[src/hdl/kcle_pkg.sv]
// ----------------------------------------------------------------------------
// kcle_pkg
// Shared types and constants for the keyed circular list engine.
// ----------------------------------------------------------------------------
`default_nettype none

package kcle_pkg;

  localparam int unsigned CAPACITY_DEF = 16;

  localparam int unsigned OP_W     = 3;
  localparam int unsigned KEY_W    = 32;
  localparam int unsigned DATA_W   = 32;
  localparam int unsigned STATUS_W = 3;

  localparam int unsigned IN_TDATA_W  = 104;
  localparam int unsigned OUT_TDATA_W = 72;

  typedef enum logic [OP_W-1:0] {
    OP_APPEND  = 3'd0,
    OP_PREPEND = 3'd1,
    OP_INSERT  = 3'd2,
    OP_DELETE  = 3'd3,
    OP_UPDATE  = 3'd4,
    OP_LOOKUP  = 3'd5,
    OP_DUMP    = 3'd6
  } op_t;

  typedef enum logic [STATUS_W-1:0] {
    ST_OK       = 3'd0,
    ST_DUP      = 3'd1,
    ST_NOTFOUND = 3'd2,
    ST_FULL     = 3'd3,
    ST_EMPTY    = 3'd4
  } status_t;

endpackage

`default_nettype wire

[src/hdl/kcle_ram.sv]
// ----------------------------------------------------------------------------
// kcle_ram
// Simple dual-port RAM: one write port, one read port, registered read data.
// ----------------------------------------------------------------------------
`default_nettype none

module kcle_ram #(
  parameter int unsigned WIDTH = 32,
  parameter int unsigned DEPTH = 16
) (
  input  wire logic                     clk,
  input  wire logic                     we,
  input  wire logic [$clog2(DEPTH)-1:0] waddr,
  input  wire logic [WIDTH-1:0]         wdata,
  input  wire logic [$clog2(DEPTH)-1:0] raddr,
  output logic      [WIDTH-1:0]         rdata_r
);

  logic [WIDTH-1:0] mem_r [DEPTH];

  always_ff @(posedge clk) begin
    if (we) begin
      mem_r[waddr] <= wdata;
    end
    rdata_r <= mem_r[raddr];
  end

endmodule

`default_nettype wire

[src/hdl/keyed_circular_list_engine_top.sv]
// ----------------------------------------------------------------------------
// keyed_circular_list_engine_top
// Circular singly linked list of unique-key entries held in a node pool.
// ----------------------------------------------------------------------------
// The list lives in three RAMs (keys, data, next links) that share one read
// address. A search by key walks the list one entry per cycle; insert after
// an anchor walks twice. An insert then writes the entry and, on a non-empty
// list, relinks its predecessor; a delete relinks unless the list empties. A
// dump streams head to tail, one entry per cycle while output is free. A new
// request is taken while the prior result still sits in the output register.
// ----------------------------------------------------------------------------
`default_nettype none

module keyed_circular_list_engine_top #(
  parameter int unsigned CAPACITY = kcle_pkg::CAPACITY_DEF
) (
  input  wire logic                               clk,
  input  wire logic                               rst_n,
  input  wire logic                               in_tvalid,
  output logic                                    in_tready,
  // op[2:0], key[34:3], data[66:35], anchor_key[98:67]
  input  wire logic [kcle_pkg::IN_TDATA_W-1:0]    in_tdata,
  output logic                                    out_tvalid,
  input  wire logic                               out_tready,
  // status[2:0], out_key[34:3], out_data[66:35]
  output logic      [kcle_pkg::OUT_TDATA_W-1:0]   out_tdata,
  output logic                                    out_tlast
);

  import kcle_pkg::*;

  localparam int unsigned AW = $clog2(CAPACITY);
  localparam int unsigned CW = $clog2(CAPACITY + 1);

  typedef enum logic [7:0] {
    S_IDLE = 8'b0000_0001,
    S_FA   = 8'b0000_0010,
    S_FK   = 8'b0000_0100,
    S_INS  = 8'b0000_1000,
    S_INS2 = 8'b0001_0000,
    S_DEL  = 8'b0010_0000,
    S_DUMP = 8'b0100_0000,
    S_RESP = 8'b1000_0000
  } state_t;

  state_t st_r, st_nxt;
  op_t op_r, op_nxt;
  logic [KEY_W-1:0]  key_r, key_nxt, anc_r, anc_nxt;
  logic [DATA_W-1:0] data_r, data_nxt;
  logic [AW-1:0] head_r, head_nxt, tail_r, tail_nxt;
  logic [CW-1:0] cnt_r, cnt_nxt, n_r, n_nxt;
  logic [CAPACITY-1:0] used_r, used_nxt;
  logic [AW-1:0] ptr_r, ptr_nxt, prev_r, prev_nxt;
  logic [AW-1:0] a_r, a_nxt, anext_r, anext_nxt;
  logic [AW-1:0] p_r, p_nxt, pred_r, pred_nxt, plink_r, plink_nxt, s_r, s_nxt;
  status_t res_status_r, res_status_nxt;
  logic [KEY_W-1:0]  res_key_r, res_key_nxt;
  logic [DATA_W-1:0] res_data_r, res_data_nxt;

  logic              out_tvalid_r;
  status_t           out_status_r;
  logic [KEY_W-1:0]  out_key_r;
  logic [DATA_W-1:0] out_data_r;
  logic              out_last_r;

  logic              out_load, out_free;
  status_t           ld_status;
  logic [KEY_W-1:0]  ld_key;
  logic [DATA_W-1:0] ld_data;
  logic              ld_last;

  logic [AW-1:0]     rd_addr;
  logic [KEY_W-1:0]  key_q;
  logic [DATA_W-1:0] val_q;
  logic [AW-1:0]     lnk_q;
  logic              kv_we, val_we, lnk_we;
  logic [AW-1:0]     kv_waddr, val_waddr, lnk_waddr, lnk_wdata;
  logic [DATA_W-1:0] val_wdata;

  logic [AW-1:0]     free_idx;
  logic [KEY_W-1:0]  tgt;
  logic              hit, wdone, ins_op;

  kcle_ram #(.WIDTH(KEY_W), .DEPTH(CAPACITY)) u_key_ram (
    .clk(clk), .we(kv_we), .waddr(kv_waddr), .wdata(key_r),
    .raddr(rd_addr), .rdata_r(key_q)
  );

  kcle_ram #(.WIDTH(DATA_W), .DEPTH(CAPACITY)) u_val_ram (
    .clk(clk), .we(val_we), .waddr(val_waddr), .wdata(val_wdata),
    .raddr(rd_addr), .rdata_r(val_q)
  );

  kcle_ram #(.WIDTH(AW), .DEPTH(CAPACITY)) u_lnk_ram (
    .clk(clk), .we(lnk_we), .waddr(lnk_waddr), .wdata(lnk_wdata),
    .raddr(rd_addr), .rdata_r(lnk_q)
  );

  // lowest free slot
  always_comb begin
    free_idx = '0;
    for (int i = CAPACITY - 1; i >= 0; i--) begin
      if (!used_r[i]) begin
        free_idx = AW'(i);
      end
    end
  end

  assign tgt      = (st_r == S_FA) ? anc_r : key_r;
  assign hit      = (key_q == tgt);
  assign wdone    = (n_r == cnt_r);
  assign ins_op   = (op_r == OP_APPEND) || (op_r == OP_PREPEND) || (op_r == OP_INSERT);
  assign out_free = !out_tvalid_r || out_tready;
  assign in_tready = (st_r == S_IDLE);

  always_comb begin
    st_nxt = st_r;  op_nxt = op_r;  key_nxt = key_r;  anc_nxt = anc_r;
    data_nxt = data_r;  head_nxt = head_r;  tail_nxt = tail_r;
    cnt_nxt = cnt_r;  n_nxt = n_r;  used_nxt = used_r;
    ptr_nxt = ptr_r;  prev_nxt = prev_r;  a_nxt = a_r;  anext_nxt = anext_r;
    p_nxt = p_r;  pred_nxt = pred_r;  plink_nxt = plink_r;  s_nxt = s_r;
    res_status_nxt = res_status_r;  res_key_nxt = res_key_r;
    res_data_nxt = res_data_r;
    rd_addr = ptr_r;
    kv_we = 1'b0;  kv_waddr = free_idx;
    val_we = 1'b0;  val_waddr = free_idx;  val_wdata = data_r;
    lnk_we = 1'b0;  lnk_waddr = free_idx;  lnk_wdata = head_r;
    out_load = 1'b0;  ld_status = res_status_r;  ld_key = res_key_r;
    ld_data = res_data_r;  ld_last = 1'b1;

    case (st_r)
      S_IDLE: begin
        rd_addr = head_r;
        if (in_tvalid) begin
          op_nxt   = op_t'(in_tdata[2:0]);
          key_nxt  = in_tdata[34:3];
          data_nxt = in_tdata[66:35];
          anc_nxt  = in_tdata[98:67];
          ptr_nxt  = head_r;
          prev_nxt = tail_r;
          n_nxt    = '0;
          res_status_nxt = ST_OK;
          res_key_nxt    = '0;
          res_data_nxt   = '0;
          case (op_t'(in_tdata[2:0]))
            OP_APPEND, OP_PREPEND, OP_DELETE, OP_UPDATE, OP_LOOKUP: st_nxt = S_FK;
            OP_INSERT: st_nxt = S_FA;
            OP_DUMP: begin
              if (cnt_r == '0) begin
                res_status_nxt = ST_EMPTY;
                st_nxt = S_RESP;
              end else begin
                st_nxt = S_DUMP;
              end
            end
            default: st_nxt = S_RESP;
          endcase
        end
      end

      S_FA: begin
        if (wdone) begin
          res_status_nxt = ST_NOTFOUND;
          st_nxt = S_RESP;
        end else if (hit) begin
          // anchor found: restart the walk for the new key
          a_nxt     = ptr_r;
          anext_nxt = lnk_q;
          rd_addr   = head_r;
          ptr_nxt   = head_r;
          prev_nxt  = tail_r;
          n_nxt     = '0;
          st_nxt    = S_FK;
        end else begin
          rd_addr  = lnk_q;
          ptr_nxt  = lnk_q;
          prev_nxt = ptr_r;
          n_nxt    = n_r + CW'(1);
        end
      end

      S_FK: begin
        if (wdone) begin
          if (ins_op) begin
            if (cnt_r == CW'(CAPACITY)) begin
              res_status_nxt = ST_FULL;
              st_nxt = S_RESP;
            end else begin
              st_nxt = S_INS;
            end
          end else begin
            res_status_nxt = ST_NOTFOUND;
            st_nxt = S_RESP;
          end
        end else if (hit) begin
          case (op_r)
            OP_APPEND, OP_PREPEND, OP_INSERT: begin
              res_status_nxt = ST_DUP;
              st_nxt = S_RESP;
            end
            OP_DELETE: begin
              p_nxt     = ptr_r;
              pred_nxt  = prev_r;
              plink_nxt = lnk_q;
              st_nxt    = S_DEL;
            end
            OP_UPDATE: begin
              val_we    = 1'b1;
              val_waddr = ptr_r;
              st_nxt    = S_RESP;
            end
            OP_LOOKUP: begin
              res_key_nxt  = key_q;
              res_data_nxt = val_q;
              st_nxt       = S_RESP;
            end
            default: st_nxt = S_RESP;
          endcase
        end else begin
          rd_addr  = lnk_q;
          ptr_nxt  = lnk_q;
          prev_nxt = ptr_r;
          n_nxt    = n_r + CW'(1);
        end
      end

      S_INS: begin
        s_nxt  = free_idx;
        kv_we  = 1'b1;
        val_we = 1'b1;
        lnk_we = 1'b1;
        used_nxt[free_idx] = 1'b1;
        // count moves with the used flag so both always agree
        cnt_nxt = cnt_r + CW'(1);
        if (cnt_r == '0) begin
          lnk_wdata = free_idx;
          head_nxt  = free_idx;
          tail_nxt  = free_idx;
          st_nxt    = S_RESP;
        end else begin
          lnk_wdata = (op_r == OP_INSERT) ? anext_r : head_r;
          st_nxt    = S_INS2;
        end
      end

      S_INS2: begin
        lnk_we    = 1'b1;
        lnk_waddr = (op_r == OP_INSERT) ? a_r : tail_r;
        lnk_wdata = s_r;
        if (op_r == OP_APPEND) begin
          tail_nxt = s_r;
        end else if (op_r == OP_PREPEND) begin
          head_nxt = s_r;
        end else if (a_r == tail_r) begin
          tail_nxt = s_r;
        end
        st_nxt  = S_RESP;
      end

      S_DEL: begin
        if (cnt_r <= CW'(1)) begin
          head_nxt = '0;
          tail_nxt = '0;
        end else begin
          // predecessor of the head is the tail, so one link write covers both
          lnk_we    = 1'b1;
          lnk_waddr = pred_r;
          lnk_wdata = plink_r;
          if (p_r == head_r) head_nxt = plink_r;
          if (p_r == tail_r) tail_nxt = pred_r;
        end
        used_nxt[p_r] = 1'b0;
        cnt_nxt = cnt_r - CW'(1);
        st_nxt  = S_RESP;
      end

      S_DUMP: begin
        if (out_free) begin
          out_load  = 1'b1;
          ld_status = ST_OK;
          ld_key    = key_q;
          ld_data   = val_q;
          ld_last   = ((n_r + CW'(1)) == cnt_r);
          if (ld_last) begin
            st_nxt = S_IDLE;
          end else begin
            rd_addr = lnk_q;
            ptr_nxt = lnk_q;
            n_nxt   = n_r + CW'(1);
          end
        end
      end

      S_RESP: begin
        if (out_free) begin
          out_load = 1'b1;
          st_nxt   = S_IDLE;
        end
      end

      default: st_nxt = S_IDLE;
    endcase
  end

  always_ff @(posedge clk) begin
    if (!rst_n) begin
      st_r         <= S_IDLE;
      head_r       <= '0;
      tail_r       <= '0;
      cnt_r        <= '0;
      used_r       <= '0;
      out_tvalid_r <= 1'b0;
    end else begin
      st_r   <= st_nxt;
      head_r <= head_nxt;
      tail_r <= tail_nxt;
      cnt_r  <= cnt_nxt;
      used_r <= used_nxt;
      if (out_load) begin
        out_tvalid_r <= 1'b1;
      end else if (out_tready) begin
        out_tvalid_r <= 1'b0;
      end
    end
  end

  always_ff @(posedge clk) begin
    op_r <= op_nxt;  key_r <= key_nxt;  anc_r <= anc_nxt;  data_r <= data_nxt;
    n_r <= n_nxt;  ptr_r <= ptr_nxt;  prev_r <= prev_nxt;
    a_r <= a_nxt;  anext_r <= anext_nxt;
    p_r <= p_nxt;  pred_r <= pred_nxt;  plink_r <= plink_nxt;  s_r <= s_nxt;
    res_status_r <= res_status_nxt;
    res_key_r    <= res_key_nxt;
    res_data_r   <= res_data_nxt;
    if (out_load) begin
      out_status_r <= ld_status;
      out_key_r    <= ld_key;
      out_data_r   <= ld_data;
      out_last_r   <= ld_last;
    end
  end

  assign out_tvalid = out_tvalid_r;
  assign out_tlast  = out_last_r;
  assign out_tdata  = {5'd0, out_data_r, out_key_r, out_status_r};

  a_cnt_bound: assert property (@(posedge clk) disable iff (!rst_n)
    cnt_r <= CW'(CAPACITY))
    else $error("entry count above capacity");

  a_cnt_used: assert property (@(posedge clk) disable iff (!rst_n)
    $countones(used_r) == int'(cnt_r))
    else $error("entry count disagrees with used slots");

  a_ins_room: assert property (@(posedge clk) disable iff (!rst_n)
    st_r == S_INS |-> cnt_r < CW'(CAPACITY))
    else $error("insert into full pool");

  a_del_used: assert property (@(posedge clk) disable iff (!rst_n)
    st_r == S_DEL |-> used_r[p_r])
    else $error("delete of a free slot");

endmodule

`default_nettype wire

[config.mk]
export PLATFORM = sky130hd
export DESIGN_NAME = keyed_circular_list_engine_top
export DESIGN_NICKNAME = d
export VERILOG_FILES = /design/src/hdl/kcle_pkg.sv /design/src/hdl/kcle_ram.sv /design/src/hdl/keyed_circular_list_engine_top.sv
export SDC_FILE = /design/constraint.sdc
export NUM_CORES = 2
export LEC_CHECK = 0
export BUFFER_PORTS_ARGS = -buffer_cell sky130_fd_sc_hd__buf_2
export CAP_MARGIN = 20
export CELL_PAD_IN_SITES_DETAIL_PLACEMENT = 1
export CELL_PAD_IN_SITES_GLOBAL_PLACEMENT = 1
export CORE_ASPECT_RATIO = 1.4
export CORE_MARGIN = 3
export CORE_UTILIZATION = 34
export CTS_CLUSTER_DIAMETER = 120
export DETAILED_ROUTE_END_ITERATION = 6
export GPL_TIMING_DRIVEN = 1
export PLACE_DENSITY = 0.52
export SYNTH_ARGS = -nofsm -noshare
export SYNTH_HDL_FRONTEND = slang
export SYNTH_HIERARCHICAL = 1
export SYNTH_SLANG_ARGS = --single-unit
[constraint.sdc]
create_clock -name clk -period 8.4 [get_ports clk]
set_clock_uncertainty 0.2 [all_clocks]
set_input_delay 0 -clock clk [delete_from_list [all_inputs] [get_ports clk]]
set_output_delay 0 -clock clk [all_outputs]
set_load 0.1 [all_outputs]
* Word level (Yosys, flattened, before mapping)
Memories as Yosys holds them, arrays and structs flattened. A register that Yosys moved wholly into a read port is not among the register bits.
Index checks and enable logic that the tools add are counted.
** Storage, ports and cells
- Flip-flop bits (word level) :: 309
- Bits in writable memories :: 1088
- Input bits :: 108
- Output and inout bits :: 75
- Memories :: 3
** Memory list
- u_key_ram.mem_r :: words 16, width 32, read ports 1, clocked after memory_dff 1, wr ports 1, line kcle_ram.sv:19 : logic [WIDTH-1:0] mem_r [DEPTH];
- u_val_ram.mem_r :: words 16, width 32, read ports 1, clocked after memory_dff 1, wr ports 1, line kcle_ram.sv:19
- u_lnk_ram.mem_r :: words 16, width 4, read ports 1, clocked after memory_dff 1, wr ports 1, line kcle_ram.sv:19
** Cells by class
- $add $sub $neg :: 3
- Order comparisons :: 5
- Equality and inequality tests :: 48
- Multiplexer cells :: 126
- Bitwise logic cells :: 4
- Reduce and logical (&&, ||, !) cells :: 32
** Operators by type and width (number)
- 32-bit two-way mux :: 12
- 4-bit two-way mux :: 47
- 32-bit one-hot mux with 2 select lines :: 2
- 8-bit two-way mux :: 13
- 8-bit one-hot mux with 7 select lines :: 1
- 4-bit one-hot mux with 3 select lines :: 4
- 5-bit two-way mux :: 7
- 3-bit two-way mux :: 11
- 32-bit == test :: 1
- 16-bit one-hot mux with 2 select lines :: 1
- 4-bit one-hot mux with 4 select lines :: 2
- 2-bit != test (second input constant) :: 13
- 8-bit one-hot mux with 3 select lines :: 1
- 5-bit one-hot mux with 4 select lines :: 1
- 5-bit AND reduction :: 4
- 3-bit != test (second input constant) :: 6
- 1-bit two-way mux :: 17
- 16-bit AND :: 1
- 16-bit NOT :: 1
- 16-bit bitwise OR :: 1
- 3-bit == test (second input constant) :: 5
- 3-bit by 2-bit == test with 1-bit output (second input constant) :: 4
- 4-bit == test :: 3
- 6-bit AND reduction :: 2
- 40 further kinds :: 58

* Logic depth before layout (Yosys ltp)
- Word-level depth :: 22
- Mapped depth :: 16

* Modules after synthesis
Netlist, hierarchy kept.
** Modules (own cells, without submodules)
- kcle_ram (u_key_ram ...) :: times used 2, cells each 838, area each 19835.3 um^2
- keyed_circular_list_engine_top :: times used 1, cells each 1024, area each 13549.2 um^2
- kcle_ram (u_lnk_ram) :: times used 1, cells each 130, area each 2666.3 um^2

* Worst setup path before layout
No wires, ideal clock.
- Path kind :: register to register
- From :: register st_r[7]
- To :: register res_data_r[0], enable pin
- Setup time :: 0.420 ns
- Arrival :: 5.719 ns
- Data required time :: 7.780 ns
- Path slack :: 2.061 ns
- Cell stages (with the launch flop) :: 7
- Path buffers :: 0
- Cell sequence :: dfxtp_1 or4_4 nor2_1 nand3_1 inv_1 and2_1 a21o_1
** Between the ends
- Elaborated cells on any way between the ends :: 11
- Classes of those cells :: eq/ne (8); mux (1); reduce/logical (2)
** RTL lines
- start: declaration :: line keyed_circular_list_engine_top.sv:46 : state_t st_r, st_nxt;
- start signal: assignment :: line keyed_circular_list_engine_top.sv:314 : st_r <= st_nxt;
- 8-bit by 1-bit == test with 1-bit output *
- via in_tready :: line keyed_circular_list_engine_top.sv:20 : output logic in_tready,
- 2-bit != test (no source line) or 2-bit nonzero test (tied branches)
- 5-bit AND reduction (no source line) *
- end signal: assignment :: line keyed_circular_list_engine_top.sv:334 : res_data_r <= res_data_nxt;
- end: declaration :: line keyed_circular_list_engine_top.sv:58 : logic [DATA_W-1:0] res_data_r, res_data_nxt;
The timed path passes the listed nets; every way through them passes the cells marked *.
A chain may end at the register's enable or synchronous reset.

* Final worst setup path
- From :: register st_r[7]
- To :: memory u_val_ram.mem_r[6][23], enable pin
** Between the ends
- Elaborated cells on any way between the ends :: 13
- Classes of those cells :: eq/ne (4); mux (9)
** RTL lines
- 8-bit by 2-bit == test with 1-bit output :: line keyed_circular_list_engine_top.sv:109 : assign tgt = (st_r == S_FA) ? anc_r : key_r;
- 32-bit two-way mux :: line keyed_circular_list_engine_top.sv:109
- 32-bit == test :: line keyed_circular_list_engine_top.sv:110 : assign hit = (key_q == tgt);
- 4-bit two-way mux :: line keyed_circular_list_engine_top.sv:195 : end else if (hit) begin
- 4-bit two-way mux :: line keyed_circular_list_engine_top.sv:183 : if (wdone) begin
- 4-bit two-way mux * :: line keyed_circular_list_engine_top.sv:131 : case (st_r)
- via val_waddr[0] :: line keyed_circular_list_engine_top.sv:77 : logic [AW-1:0] kv_waddr, val_waddr, lnk_waddr, lnk_wdata;
- end: declaration :: line kcle_ram.sv:19
Marked as above.

==> metrics <==
status finished clean; type of the tightest min-delay check primary input to flop; 1st-iter DRT viols between 2,000 and 2,500; post-route standard cell area excluding fillers 0.0667 sq mm; asr flop ratio synth 0%; global-route wire length before repair 220 mm; transition time at the pin with the least slew margin 1.09 ns; list of cells traversed by the critical path or4_4 -> nor4_4 -> mux2i_1 -> xor2_1 -> o2111ai_1 -> a211oi_2 -> buf_4 -> nand2_1 -> nor3_4 -> mux2_1 -> nand2b_1 -> nor2_4 -> buf_4; Max Transition Viols Final 0; post-synthesis instance area about 0.056 sq mm; P_leak 21.5 nW; nets 3,414; global route overflow 0; Setup Total Neg Slack 0 ns; cell seen most often among critical-path stages sky130_fd_sc_hd__buf_4; post-layout minimum cycle time 6.36 ns; Placement Rows about 180; area share of the largest cell type after synthesis 73.0%; largest net degree at the start of global routing 76; main flop type after synthesis sky130_fd_sc_hd__edfxtp_1; Clk Latency, worst-skew pair ~0.8 ns; Util after Layout 40.9%; data arrival at the endpoint of the critical path 6.61 ns; worst-case clock buffer depth 3; routed via count divided by cell count 5.22; Critical Path End Type flop; die outline width 349 um; Final GP Congestion about 0.79; pre-CTS WS a little over 2 ns; worst-case register-to-register setup slack 2.04 ns; number of antenna violations at the first check in global routing 5; number of flip-flops and latches in the synthesized netlist around 1,500; cell types with the highest counts after synthesis 1,359 x sky130_fd_sc_hd__edfxtp_1, 258 x sky130_fd_sc_hd__mux4_2, 145 x sky130_fd_sc_hd__nand2_1, 143 x sky130_fd_sc_hd__a22oi_1, 106 x sky130_fd_sc_hd__dfxtp_1; maximum clock frequency between 150 and 200 MHz; share of layout cells above drive strength 1 between 20% and 30%; setup repair after global routing missed its margin false; power consumption ~21 mW; Port Buffer Count 172; total DRC errors in the routed layout 0; via count around 29,000; area of the die around 0.17 sq mm; CTS H-Tree Depth 4; CTS Buf Count 151; Post-DP Area 0.0597 sq mm; critical path type flop to flop; fraction of the yosys area taken by sequential cells 76.8%; peak fanout along the critical path 20; relative max-transition margin between 20% and 30%; global-route total usage across every layer 17.9%; required time at the endpoint of the critical path 8.65 ns; # resized after CTS 0; number of enable-type register cells in the synthesized netlist 1,359; Antenna Nets Post-Route 0; final setup violation count 0; drt pass-1 iters 5; dominant cells by area after synthesis sky130_fd_sc_hd__edfxtp_1 73%, sky130_fd_sc_hd__mux4_2 10%, sky130_fd_sc_hd__dfxtp_1 3.8%, sky130_fd_sc_hd__a22oi_1 1.9%, sky130_fd_sc_hd__mux2_2 1.3%; number of endpoints with negative hold slack in the final report 0; number of global-route vias before repair 31,900; TritonCTS clock tree built; highest layer used for signal routing met4; slowest cell delay on critical path 0.79 ns; areal power density over the cells 311 mW/mm^2; Max Cap Violations 0; number of instances in the synthesized netlist 2,830; CTS sink count 1,465; HPWL Detailed 86.9 mm; final WL 151 mm; worst reg-to-reg path cell count 13; Met3 Routed Length 6.41 mm; routed wirelength normalized by instance count 27.2 um; routed metal-1 wirelength 61.4 mm; clock-pin slew on the worst setup and hold paths 0.06 ns; number of distinct standard cells referenced by the synthesized netlist 70; I/O Pins around 180; clock tree root driver cell sky130_fd_sc_hd__clkbuf_16; setup repair bufs after CTS 0; library cell with the highest instance count after synthesis sky130_fd_sc_hd__edfxtp_1; met2 wire length about 80 mm; WHS Path Cells 5; crit path max-delay cell type sky130_fd_sc_hd__nor4_4; VDD IR-drop max 265 uV; floorplan die height 486 um; synth warn 6; Area growth syn-to-layout 19.4%; Period Utilization, post-route 75.7%; placeable core area about 0.16 sq mm; startpoint type of the worst setup path flop; Mean Syn Cell Area slightly below 20 sq um; final critical-path setup slack around 2 ns; Synth area leader sky130_fd_sc_hd__edfxtp_1; effective utilization at floorplan 34.3%
## registers in the layout, summed over array words and instances (netlist names), 8 cells and up
signal and cells:
res_key_r 32, u_lnk_ram/mem_r 64, st_r 8, u_val_ram/mem_r 512, u_key_ram/rdata_r 32, out_key_r 32
res_data_r 32, key_r 32, u_val_ram/rdata_r 32, u_key_ram/mem_r 512, out_data_r 32, data_r 32
anc_r 32, used_r 16
## power breakdown
| part | total (mW) | leakage, nW | internal, mW | switching [mW] |
|---|---|---|---|---|
| combinational | 4.80 | 5.96 | 2.13 | 2.67 |
| clock | 6.70 | 2.40 | 3.82 | 2.87 |
| sequential | 9.24 | 13.1 | 8.64 | 0.594 |
## metrics by stage
step	hold slack [ns]	std cells
6_report	0.0576	5550
5_1_grt	0.0651	5549
4_1_cts	0.00391	5548
3_5_place_dp	-0.0216	5068
3_3_place_gp	-0.0238	5068
2_1_floorplan	-0.101	2834
## timing repair
item	in CTS	in global routing
hold endpoints to repair	186	0
setup endpoints to repair	0	0
hold buffers	205	0
## critical path: cells and delay by family, from the launching register on
family	cells	cell delay [ns]
AO/OA/AOI/OAI	2	0.41
XOR/XNOR	1	0.31
multiplexers	2	0.85
flip-flops	1	0.36
AND/OR/NAND/NOR	6	3.14
buffers and inverters	2	0.69
## per-layer routing
metal	GRT usage (%)	up-vias
met5	0	-
li1	-	12500
met4	4.45	0
met3	2.89	207
met2	32.6	713
met1	22.1	15600
## cells by family (layout without fill, tap and decap cells)
group / count (synthesis) / after routing / share of synthesized area (%)
adder cells (fa/ha/maj): 4 / 4 / 0.0896
buffers and inverters: 173 / 763 / 1.41
flip-flops: 1465 / 1465 / 76.8
AO/OA/AOI/OAI: 305 / 305 / 3.87
multiplexers: 350 / 350 / 12.6
other: 1 / 7 / 0.00671
AND/OR/NAND/NOR: 470 / 470 / 4.23
XOR/XNOR: 62 / 62 / 0.972
## final timing paths
path	startpoint	endpoint
max	st_r[7]	u_val_ram/mem_r[6][23]
min	in_tdata[1]	st_r[2]
max reg2reg	st_r[7]	u_val_ram/mem_r[6][23]
min reg2reg	prev_r[3]	pred_r[3]
## placed cells by master, fill, tap and decap left out, types with 30 or more instances in the layout
cell	n
sky130_fd_sc_hd__clkbuf_16	153
sky130_fd_sc_hd__nor2_1	60
sky130_fd_sc_hd__a22oi_1	143
sky130_fd_sc_hd__and2_1	63
sky130_fd_sc_hd__dfxtp_1	106
sky130_fd_sc_hd__buf_4	66
sky130_fd_sc_hd__o21ai_0	45
sky130_fd_sc_hd__mux2_2	65
sky130_fd_sc_hd__clkinv_2	30
sky130_fd_sc_hd__dlygate4sd3_1	205
sky130_fd_sc_hd__xor2_1	35
sky130_fd_sc_hd__nand3_1	42
sky130_fd_sc_hd__mux4_2	258
sky130_fd_sc_hd__edfxtp_1	1359
sky130_fd_sc_hd__inv_1	38
sky130_fd_sc_hd__clkbuf_1	34
sky130_fd_sc_hd__buf_2	172
sky130_fd_sc_hd__nand2_1	144
## area by class of cell
type	count	area, sq um
antenna	2	5.00
clock buffer	192	4030
clock inverter	83	872
fill	15600	96200
inverter	38	143
multi-input combinational	1196	12500
sequential	1465	42900
tap	2124	2660
timing repair buffer	450	3550
No activity file was read; power rests on OpenSTA's default activity.
